==> src/design/tma_pkg.sv <==
// Shared types, constants and helpers for the transform matrix accumulate block.
// No dependencies; the top level and the testbench refer to it by scoped names.
package tma_pkg;

  localparam int FRAC_BITS_DEF = 16;
  localparam int ELEMS         = 16;
  localparam int IDX_W         = 4;
  localparam int DATA_W        = 32;

  localparam logic signed [DATA_W-1:0] I32_MAX = 32'sh7FFF_FFFF;
  localparam logic signed [DATA_W-1:0] I32_MIN = 32'sh8000_0000;

  typedef enum logic [1:0] {
    CMD_IDENT = 2'd0,
    CMD_WRITE = 2'd1,
    CMD_MUL   = 2'd2,
    CMD_READ  = 2'd3
  } cmd_t;

  // element of the identity matrix; row == column on the diagonal
  function automatic logic [DATA_W-1:0] ident_elem(input logic [IDX_W-1:0] idx,
                                                   input logic [DATA_W-1:0] one);
    ident_elem = (idx[3:2] == idx[1:0]) ? one : '0;
  endfunction

endpackage

==> src/design/transform_matrix_accumulate.sv <==
// Transform matrix accumulate: 4x4 signed fixed point transform T and operand P.
// Uses tma_pkg and two tma_ram instances (one for T, one for P).
//
// Usage
//   Input channel (in_valid/in_ready): one word carries a command, an element
//   index and a value. Identity reloads T, write stores the value into P at the
//   index, multiply replaces T by T * P, read leaves everything unchanged.
//   Output channel (out_valid/out_ready): one word per input word, holding T at
//   the index after the command and the saturation flag of the last multiply.
//   Identity, write and read pass through S_RD, where T is read at the index,
//   and S_RESP, where the result is registered; a multiply first runs S_MUL
//   and S_DRAIN. A multiply is 64 steps through one 32x32 multiplier, one
//   product a cycle, with P read from its RAM every step and each row of T
//   read once into a row buffer; the products are shifted, summed, saturated
//   and written back in place row by row. One word is processed at a time:
//   in_ready rises again as the result is registered in the output register,
//   so the next word is not taken before the last one is through.
//   A stalled receiver holds the result in the output register; the next word
//   can still be taken, and its result waits until that register is free.
//   Reset: T and P read as identity (per-entry valid bits), flag cleared.
module transform_matrix_accumulate #(
  parameter int FRACTION_BITS = tma_pkg::FRAC_BITS_DEF
) (
  input  logic               clk,
  input  logic               rst_n,
  input  logic               in_valid,
  output logic               in_ready,
  input  logic [1:0]         in_command,
  input  logic [3:0]         in_element_index,
  input  logic signed [31:0] in_element_value,
  output logic               out_valid,
  input  logic               out_ready,
  output logic signed [31:0] out_transform_element,
  output logic               out_saturated
);

  localparam int SumW = 64 - FRACTION_BITS + 2;
  localparam logic [31:0] One = 32'd1 << FRACTION_BITS;

  typedef enum logic [2:0] {S_IDLE, S_MUL, S_DRAIN, S_RD, S_RESP} state_t;

  state_t state_r;
  logic [3:0]  idx_r;
  logic [5:0]  cnt_r;              // {row, column, k}
  logic [15:0] tv_r, pv_r;         // entry written since reset (T: or identity)
  logic        sat_r;

  // read side bookkeeping
  logic [3:0]  t_rd_addr_r, p_rd_addr_r;
  logic        t_vld_r, p_vld_r;

  // multiply pipeline
  logic        s1_v_r, s1_c0_r;
  logic [1:0]  s1_k_r, s2_k_r;
  logic [3:0]  s1_dst_r, s2_dst_r, s3_dst_r;
  logic        s2_v_r, s3_v_r;
  logic signed [31:0] row_r [4];
  logic signed [63:0] prod_r;
  logic signed [SumW-1:0] acc_r, acc_nxt;

  logic        in_acc;
  logic        t_re, p_re, p_we;
  logic [3:0]  t_raddr, p_raddr;
  logic [31:0] t_rdata, p_rdata;
  logic signed [31:0] t_mem_op, t_op, p_op, sat_val;
  logic signed [63:0] sh64;
  logic        sat_hi, sat_lo;

  assign in_ready = (state_r == S_IDLE);
  assign in_acc   = in_valid && in_ready;
  assign p_we     = in_acc && (tma_pkg::cmd_t'(in_command) == tma_pkg::CMD_WRITE);

  always_comb begin
    t_re    = 1'b0;
    t_raddr = idx_r;
    if (state_r == S_MUL) begin
      t_re    = (cnt_r[3:2] == 2'd0);
      t_raddr = {cnt_r[5:4], cnt_r[1:0]};
    end else if (state_r == S_RD) begin
      t_re = 1'b1;
    end
  end

  assign p_re    = (state_r == S_MUL);
  assign p_raddr = {cnt_r[1:0], cnt_r[3:2]};

  // never-written entries read as identity
  assign t_mem_op = t_vld_r ? $signed(t_rdata) : $signed(tma_pkg::ident_elem(t_rd_addr_r, One));
  assign p_op     = p_vld_r ? $signed(p_rdata) : $signed(tma_pkg::ident_elem(p_rd_addr_r, One));
  assign t_op     = s1_c0_r ? t_mem_op : row_r[s1_k_r];

  assign sh64    = prod_r >>> FRACTION_BITS;
  assign acc_nxt = ((s2_k_r == 2'd0) ? SumW'(0) : acc_r) + SumW'(sh64);

  assign sat_hi  = acc_r > SumW'(tma_pkg::I32_MAX);
  assign sat_lo  = acc_r < SumW'(tma_pkg::I32_MIN);
  assign sat_val = sat_hi ? tma_pkg::I32_MAX : (sat_lo ? tma_pkg::I32_MIN : 32'(acc_r));

  tma_ram #(.WIDTH(32), .DEPTH(tma_pkg::ELEMS)) u_t_ram (
    .clk   (clk),
    .we    (s3_v_r),
    .waddr (s3_dst_r),
    .wdata (sat_val),
    .re    (t_re),
    .raddr (t_raddr),
    .rdata (t_rdata)
  );

  tma_ram #(.WIDTH(32), .DEPTH(tma_pkg::ELEMS)) u_p_ram (
    .clk   (clk),
    .we    (p_we),
    .waddr (in_element_index),
    .wdata (in_element_value),
    .re    (p_re),
    .raddr (p_raddr),
    .rdata (p_rdata)
  );

  always_ff @(posedge clk) begin
    // payload registers
    if (t_re) begin
      t_rd_addr_r <= t_raddr;
      t_vld_r     <= tv_r[t_raddr];
    end
    if (p_re) begin
      p_rd_addr_r <= p_raddr;
      p_vld_r     <= pv_r[p_raddr];
    end
    s1_c0_r  <= (cnt_r[3:2] == 2'd0);
    s1_k_r   <= cnt_r[1:0];
    s1_dst_r <= cnt_r[5:2];
    if (s1_v_r && s1_c0_r) begin
      row_r[s1_k_r] <= t_mem_op;
    end
    prod_r   <= t_op * p_op;
    s2_k_r   <= s1_k_r;
    s2_dst_r <= s1_dst_r;
    if (s2_v_r) begin
      acc_r <= acc_nxt;
    end
    s3_dst_r <= s2_dst_r;
    if (in_acc) begin
      idx_r <= in_element_index;
    end

    if (!rst_n) begin
      state_r   <= S_IDLE;
      cnt_r     <= '0;
      tv_r      <= '0;
      pv_r      <= '0;
      sat_r     <= 1'b0;
      s1_v_r    <= 1'b0;
      s2_v_r    <= 1'b0;
      s3_v_r    <= 1'b0;
      out_valid <= 1'b0;
    end else begin
      s1_v_r <= (state_r == S_MUL);
      s2_v_r <= s1_v_r;
      s3_v_r <= s2_v_r && (s2_k_r == 2'd3);
      if (s3_v_r) begin
        tv_r[s3_dst_r] <= 1'b1;
        if (sat_hi || sat_lo) begin
          sat_r <= 1'b1;
        end
      end
      if (p_we) begin
        pv_r[in_element_index] <= 1'b1;
      end
      // S_RESP reloads the output register itself
      if (out_valid && out_ready && state_r != S_RESP) begin
        out_valid <= 1'b0;
      end

      unique case (state_r)
        S_IDLE: begin
          if (in_acc) begin
            unique case (tma_pkg::cmd_t'(in_command))
              tma_pkg::CMD_IDENT: begin
                tv_r    <= '0;
                state_r <= S_RD;
              end
              tma_pkg::CMD_WRITE: state_r <= S_RD;
              tma_pkg::CMD_MUL: begin
                sat_r   <= 1'b0;
                cnt_r   <= '0;
                state_r <= S_MUL;
              end
              tma_pkg::CMD_READ: state_r <= S_RD;
            endcase
          end
        end
        S_MUL: begin
          cnt_r <= cnt_r + 6'd1;
          if (cnt_r == 6'd63) begin
            state_r <= S_DRAIN;
          end
        end
        S_DRAIN: begin
          // wait for the last row to be written back
          if (!s1_v_r && !s2_v_r && !s3_v_r) begin
            state_r <= S_RD;
          end
        end
        S_RD: state_r <= S_RESP;
        S_RESP: begin
          if (!out_valid || out_ready) begin
            out_transform_element <= t_mem_op;
            out_saturated         <= sat_r;
            out_valid             <= 1'b1;
            state_r               <= S_IDLE;
          end
        end
        default: state_r <= S_IDLE;
      endcase
    end
  end

endmodule

==> src/design/tma_ram.sv <==
// Generic single write port, single read port RAM with registered read data.
// No dependencies.
module tma_ram #(
  parameter int WIDTH = 32,
  parameter int DEPTH = 16,
  parameter int AW    = $clog2(DEPTH)
) (
  input  logic             clk,
  input  logic             we,
  input  logic [AW-1:0]    waddr,
  input  logic [WIDTH-1:0] wdata,
  input  logic             re,
  input  logic [AW-1:0]    raddr,
  output logic [WIDTH-1:0] rdata
);

  logic [WIDTH-1:0] mem [DEPTH];

  always_ff @(posedge clk) begin
    if (we) begin
      mem[waddr] <= wdata;
    end
    if (re) begin
      rdata <= mem[raddr];
    end
  end

endmodule

==> config.mk <==
export PLATFORM = sky130hd
export DESIGN_NAME = transform_matrix_accumulate
export DESIGN_NICKNAME = d
export VERILOG_FILES = /design/src/design/tma_pkg.sv /design/src/design/transform_matrix_accumulate.sv /design/src/design/tma_ram.sv
export SDC_FILE = /design/constraint.sdc
export NUM_CORES = 2
export LEC_CHECK = 0
export ABC_CLOCK_PERIOD_IN_PS = 18900
export BUFFER_PORTS_ARGS = -buffer_cell sky130_fd_sc_hd__buf_2
export CAP_MARGIN = 20
export CORE_ASPECT_RATIO = 0.9
export CORE_UTILIZATION = 40
export DETAILED_ROUTE_END_ITERATION = 8
export PLACE_DENSITY = 0.53
export SLEW_MARGIN = 20
export SYNTH_ARGS = -nofsm -noshare
export SYNTH_HDL_FRONTEND = slang
export SYNTH_SLANG_ARGS = --single-unit
export TNS_END_PERCENT = 30
==> constraint.sdc <==
create_clock -name clk -period 18.9 [get_ports clk]
set_input_delay 3.78 -clock clk [delete_from_list [all_inputs] [get_ports clk]]
set_output_delay 3.78 -clock clk [all_outputs]
set_load 0.01 [all_outputs]
== Word-level counts from Yosys, hierarchy flattened ==
Memory sizes are Yosys's and may differ from the RTL's. A register that Yosys moved wholly into a read port is not among the register bits.
Index checks and enable logic that the tools add are counted.

* Register bits after elaboration: 224
* Memory bits (read-only): 0
* Memories kept: 3
* Input port bits: 42
* Output and inout bits: 35
* Memory bits (writable): 1152
* Latch bits: 0

{| class="wikitable"
|+ Memories
! memory !! words !! width !! rd ports !! clocked after Yosys merged registers in !! wr ports !! RTL line !! text
|-
| u_p_ram.mem || 16 || 32 || 1 || 1 || 1 || tma_ram.sv:17 || <nowiki>logic [WIDTH-1:0] mem [DEPTH];</nowiki>
|-
| u_t_ram.mem || 16 || 32 || 1 || 1 || 1 || tma_ram.sv:17 ||
|-
| row_r || 4 || 32 || 1 || 1 || 1 || transform_matrix_accumulate.sv:57 || <nowiki>logic signed [31:0] row_r [4];</nowiki>
|}

* Reductions and logical operators: 25
* Add/subtract/negate cells: 2
* Mux-type cells: 46
* Equal/unequal tests: 17
* Shifts and indexed selects: 0
* Bitwise logic cells: 2
* Div/mod/pow operators: 0
* Multiply operators: 1
* Order comparisons: 8

{| class="wikitable"
|+ Operator list
! cell !! number
|-
| 2-to-1 mux 32 bit || 5
|-
| multiplier 32 x 32 -> 64 bit || 1
|-
| 2-to-1 mux 16 bit || 4
|-
| adder 50 x 48 -> 50 bit || 1
|-
| > comparator 50 x 32 -> 1 bit, second input constant || 1
|-
| < comparator 50 x 32 -> 1 bit, second input constant || 1
|-
| 2-to-1 mux 50 bit || 1
|-
| 2-to-1 mux 17 bit || 2
|-
| OR 16 bit || 2
|-
| < comparator 4 x 5 -> 1 bit, second input constant || 4
|-
| 2-to-1 mux 1 bit || 20
|-
| one-hot mux 3 bit (5 select lines) || 1
|-
| 2-to-1 mux 3 bit || 4
|-
| 2-to-1 mux 6 bit || 2
|-
| one-hot mux 6 bit (2 select lines) || 1
|-
| logical AND 1 bit || 10
|-
| binary-select mux 1 bit (select 4 bit) || 2
|-
| demux 1 bit (select 4 bit) || 2
|-
| greater-or-equal comparator 4 x 1 -> 1 bit, second input constant || 2
|-
| adder 6 x 1 -> 6 bit, second input constant || 1
|-
| == test 2 bit, second input constant || 3
|-
| == test 3 x 2 -> 1 bit, second input constant || 2
|-
| == test 6 bit, second input constant || 1
|-
| zero test 2 bit || 3
|-
| 16 further kinds || 25
|}

== Logic depth before layout (Yosys ltp) ==
* Depth after elaboration: 9
* Mapped depth: 34
* Mapped depth without buffers: 30

== Cells and area by module ==
A second synthesis with hierarchy kept.

* Cell total of the unflattened synthesis: 6689
* Area total of the unflattened synthesis: 89523.4 sq um

{| class="wikitable"
|+ By module, submodules not included
! module !! sequential area each (sq um) !! times used !! cells each !! area each (sq um)
|-
| transform_matrix_accumulate || 8978.6 || 1 || 5013 || 49193.4
|-
| tma_ram (u_t_ram) || 16335.7 || 1 || 838 || 20174.3
|-
| tma_ram (u_p_ram) || 16335.7 || 1 || 838 || 20155.6
|}

== Least setup slack after synthesis ==
No wires, ideal clock.

* Path type: reg2reg
* From: reg, netlist name s1_k_r[0]
* To: reg prod_r[62]
* Setup slack: 9.880 ns
* Setup time: 0.118 ns
* Clock period less this slack: 9.020 ns
* Cell stages (with the launch flop): 32
* Data arrival time: 8.902 ns
* Data required time: 18.782 ns
* Cells stage by stage: dfxtp_1 -> buf_2 -> buf_2 -> mux4_2 -> inv_1 -> o21ai_1 -> clkbuf_1 -> nand2_1 -> inv_1 -> fa_1 -> inv_1 -> fa_1 -> inv_1 -> fa_1 -> fa_1 -> inv_1 -> fa_1 -> inv_1 -> fa_1 -> fa_1 -> fa_1 -> ha_1 -> clkbuf_1 -> nand3_1 -> nor4_1 -> nand3b_1 -> a31oi_2 -> o31a_2 -> a31oi_4 -> o31ai_4 -> a21oi_1 -> xnor2_1

{| class="wikitable"
|+ RTL lines
! what !! RTL line !! text
|-
| to (signal assigned) || transform_matrix_accumulate.sv:135 || <nowiki>prod_r <= t_op * p_op;</nowiki>
|-
| to (decl) || transform_matrix_accumulate.sv:58 || <nowiki>logic signed [63:0] prod_r;</nowiki>
|}

==> run metrics <==
status=finished, final reports clean; Crit Path Max Fanout=39; post-cts sizing count=0; CP bufs+invs=6; Crit. End Element=register; Mapped Area=just over 0.09 sq mm; clock-pin slew on the worst setup and hold paths=about 0.06 ns; main area contributors after synthesis=edfxtp_1, fa_1, nand2_1; CTS Buffer Depth=3; Largest delay share family, worst path=adder cells; Period Utilization, post-route=a little under three fifths; Reg area=between 0.04 and 0.05 sq mm; PortBufs=76; router iterations before antenna repair=6; share of cells above drive strength 1=just under 10%; initial drt markers=5252; async set or reset register ratio after synthesis=0%; htree depth=4; number of clock sinks=1424; total power divided by cell area=~200 mW/mm^2; Gate Count Post-Synth=approximately 7400; Final TNS setup=0 ns; Placer Congestion=~0.94; setup bufs post-CTS=0; Worst path slowest cell=fa_1; die width=503.9 um; Worst Max-Slew Pin Slew=about 1.2 ns; Lkg Pwr=between 30 and 40 nW; Slew Limit Headroom=~17%; post-layout net count=between 8000 and 9000; peak supply drop=roughly 0.49 mV; vias=between 50000 and 60000; Hold Buf Count CTS=0; Ports=77; top cells by count, synth=edfxtp_1, nand2_1, fa_1, inv_1, nor2_1; CP startpoint kind=register; CTS root buffer=clkbuf_16; ys flop type=edfxtp_1; Die Ht=453.7 um; DRC=0; largest stage delay on the critical path=around 1.1 ns; most frequent cell after synthesis=edfxtp_1; cell row count=about 170; non-filler cells, final=between 10000 and 15000; antenna viol nets, final=0; global-route wire length before repair=between 300000 and 400000 um; largest net degree at the start of global routing=140; remaining global-route overflow=0; FMAX=94.37 MHz; mean area per synthesized cell=around 12 sq um; CTS tree=done; Inst Count DP=10225; WHS=0.3214 ns; Synth Register Bits=roughly 1400; Hold WC Path Type=reg -> reg; area of the multi-input gates=around 0.044 sq mm; GR Util All Layers=a little under a quarter; max capacitance violation total=0; WP data arrival=11.30 ns; hpwl dp=177200 um; Pins Over Slew Limit=0; Setup CP Type=reg -> reg; core area=0.2250 sq mm; clock insertion delay at the later pin of the skew report=0.84 ns; Post-synth EDFFs=between 1000 and 1500; Post-Route WL=between 200000 and 300000 um; most used cell, CP=fa_1; Num CTS Buffers=152; P&R area growth vs syn=10.20%; # fillers=around 21000; Final Hold Vio Count=0; sequential share of the synthesized area=a little under half; synth unique cells=between 70 and 80; initial core utilization=between 40% and 50%; final setup skew=roughly 0.075 ns; RSZ-0062 raised after global routing=false; WP data required=~20 ns; yosys warns=0; final core occ=roughly 44%; vias in the first global route=about 58000; final setup fails=0; DR WL/cell=around 25 um; Synth area leader=edfxtp_1; post-synth net total=~8700; initial antenna violation count=22; Avg Vias per Cell=between 5 and 6; Total Die Area=about 0.23 sq mm; top cell type's share of synthesized area=roughly 43%; Tmin final=10.60 ns
area by class of cell:
type / instances / share of cell area, %
Antenna cell: 4 / 0.01002
Clock buffer: 189 / 4.026
Clock inverter: 91 / 0.9654
Inverter: 1012 / 3.812
Multi-Input combinational cell: 4559 / 44.20
Sequential cell: 1424 / 41.70
Tap cell: 3006 / 3.764
Timing Repair Buffer: 224 / 1.521
cells in the final DEF, fill, tap and decap left out, types with 104 or more instances in the layout:
cell type / count
mux4_2: 195
edfxtp_1: 1313
a21oi_1: 104
nor2_1: 594
clkbuf_16: 152
nand2_1: 1173
nand3_1: 308
inv_1: 1007
buf_4: 145
ha_1: 230
fa_1: 1082
metrics by stage:
| step | cell area, sq um | worst slack, ns | power [mW] |
|---|---|---|---|
| global route | 99920 | 7.669 | 21.11 |
| floorplan | 90670 | 9.880 | 12.81 |
| CTS | 99890 | 8.224 | 19.74 |
| finish | 99920 | 8.304 | 19.55 |
| detailed placement | 94900 | 8.275 | 16.71 |
| global placement | 94900 | 8.347 | 16.59 |
state kept, by name, indices dropped and copies added (netlist names), 2 cells and up:
register               count
out_transform_element     32
u_t_ram.mem              512
p_rd_addr_r                4
u_p_ram.rdata             32
s2_k_r                     2
t_rd_addr_r                4
state_r                    3
s1_k_r                     2
u_t_ram.rdata             32
cnt_r                      6
prod_r                    48
s1_dst_r                   4
pv_r                      16
tv_r                      16
idx_r                      4
s2_dst_r                   4
u_p_ram.mem              512
s3_dst_r                   4
acc_r                     50
row_r                    128
power breakdown:
group          leakage, nW  total (mW)  switching, mW  internal, mW
combinational         24.2        12.8           7.92          4.87
sequential            12.7        3.82         0.0566          3.76
clock                 2.42        2.94           1.30          1.64
cell families after synthesis:
| family | count (synthesis) | share of synthesized area (%) |
|---|---|---|
| muxes | 206 | 4.966 |
| and+or+nand+nor | 2410 | 11.27 |
| adders and majority gates | 1312 | 27.06 |
| xor gates and xnor gates | 115 | 1.111 |
| DFF | 1424 | 45.93 |
| AOI/OAI and AO/OA | 516 | 3.879 |
| buffers and inverters | 1393 | 5.776 |
path summary, 6_finish.rpt:
check	from	end	slack, ns	cells past startpoint
worst min register to register	s2_dst_r[2]	s3_dst_r[2]	0.32	0
worst max register to register	s1_k_r[0]	prod_r[62]	8.30	27
worst min-delay path	s2_dst_r[2]	s3_dst_r[2]	0.32	0
worst max-delay path	s1_k_r[0]	prod_r[62]	8.30	27
per-layer routing:
| metal | wire [um] | up-vias | share of wire [%] | global-route usage, % |
|---|---|---|---|---|
| li1 | - | 24419 | - | - |
| met1 | 114700 | 29885 | 43 | 33.29 |
| met5 | 85 | - | 0.032 | 0 |
| met3 | 22030 | 417 | 8.3 | 4.864 |
| met2 | 121300 | 2202 | 46 | 36.42 |
| met4 | 8102 | 14 | 3.0 | 7.319 |
Power figures use the tool's default switching activity.
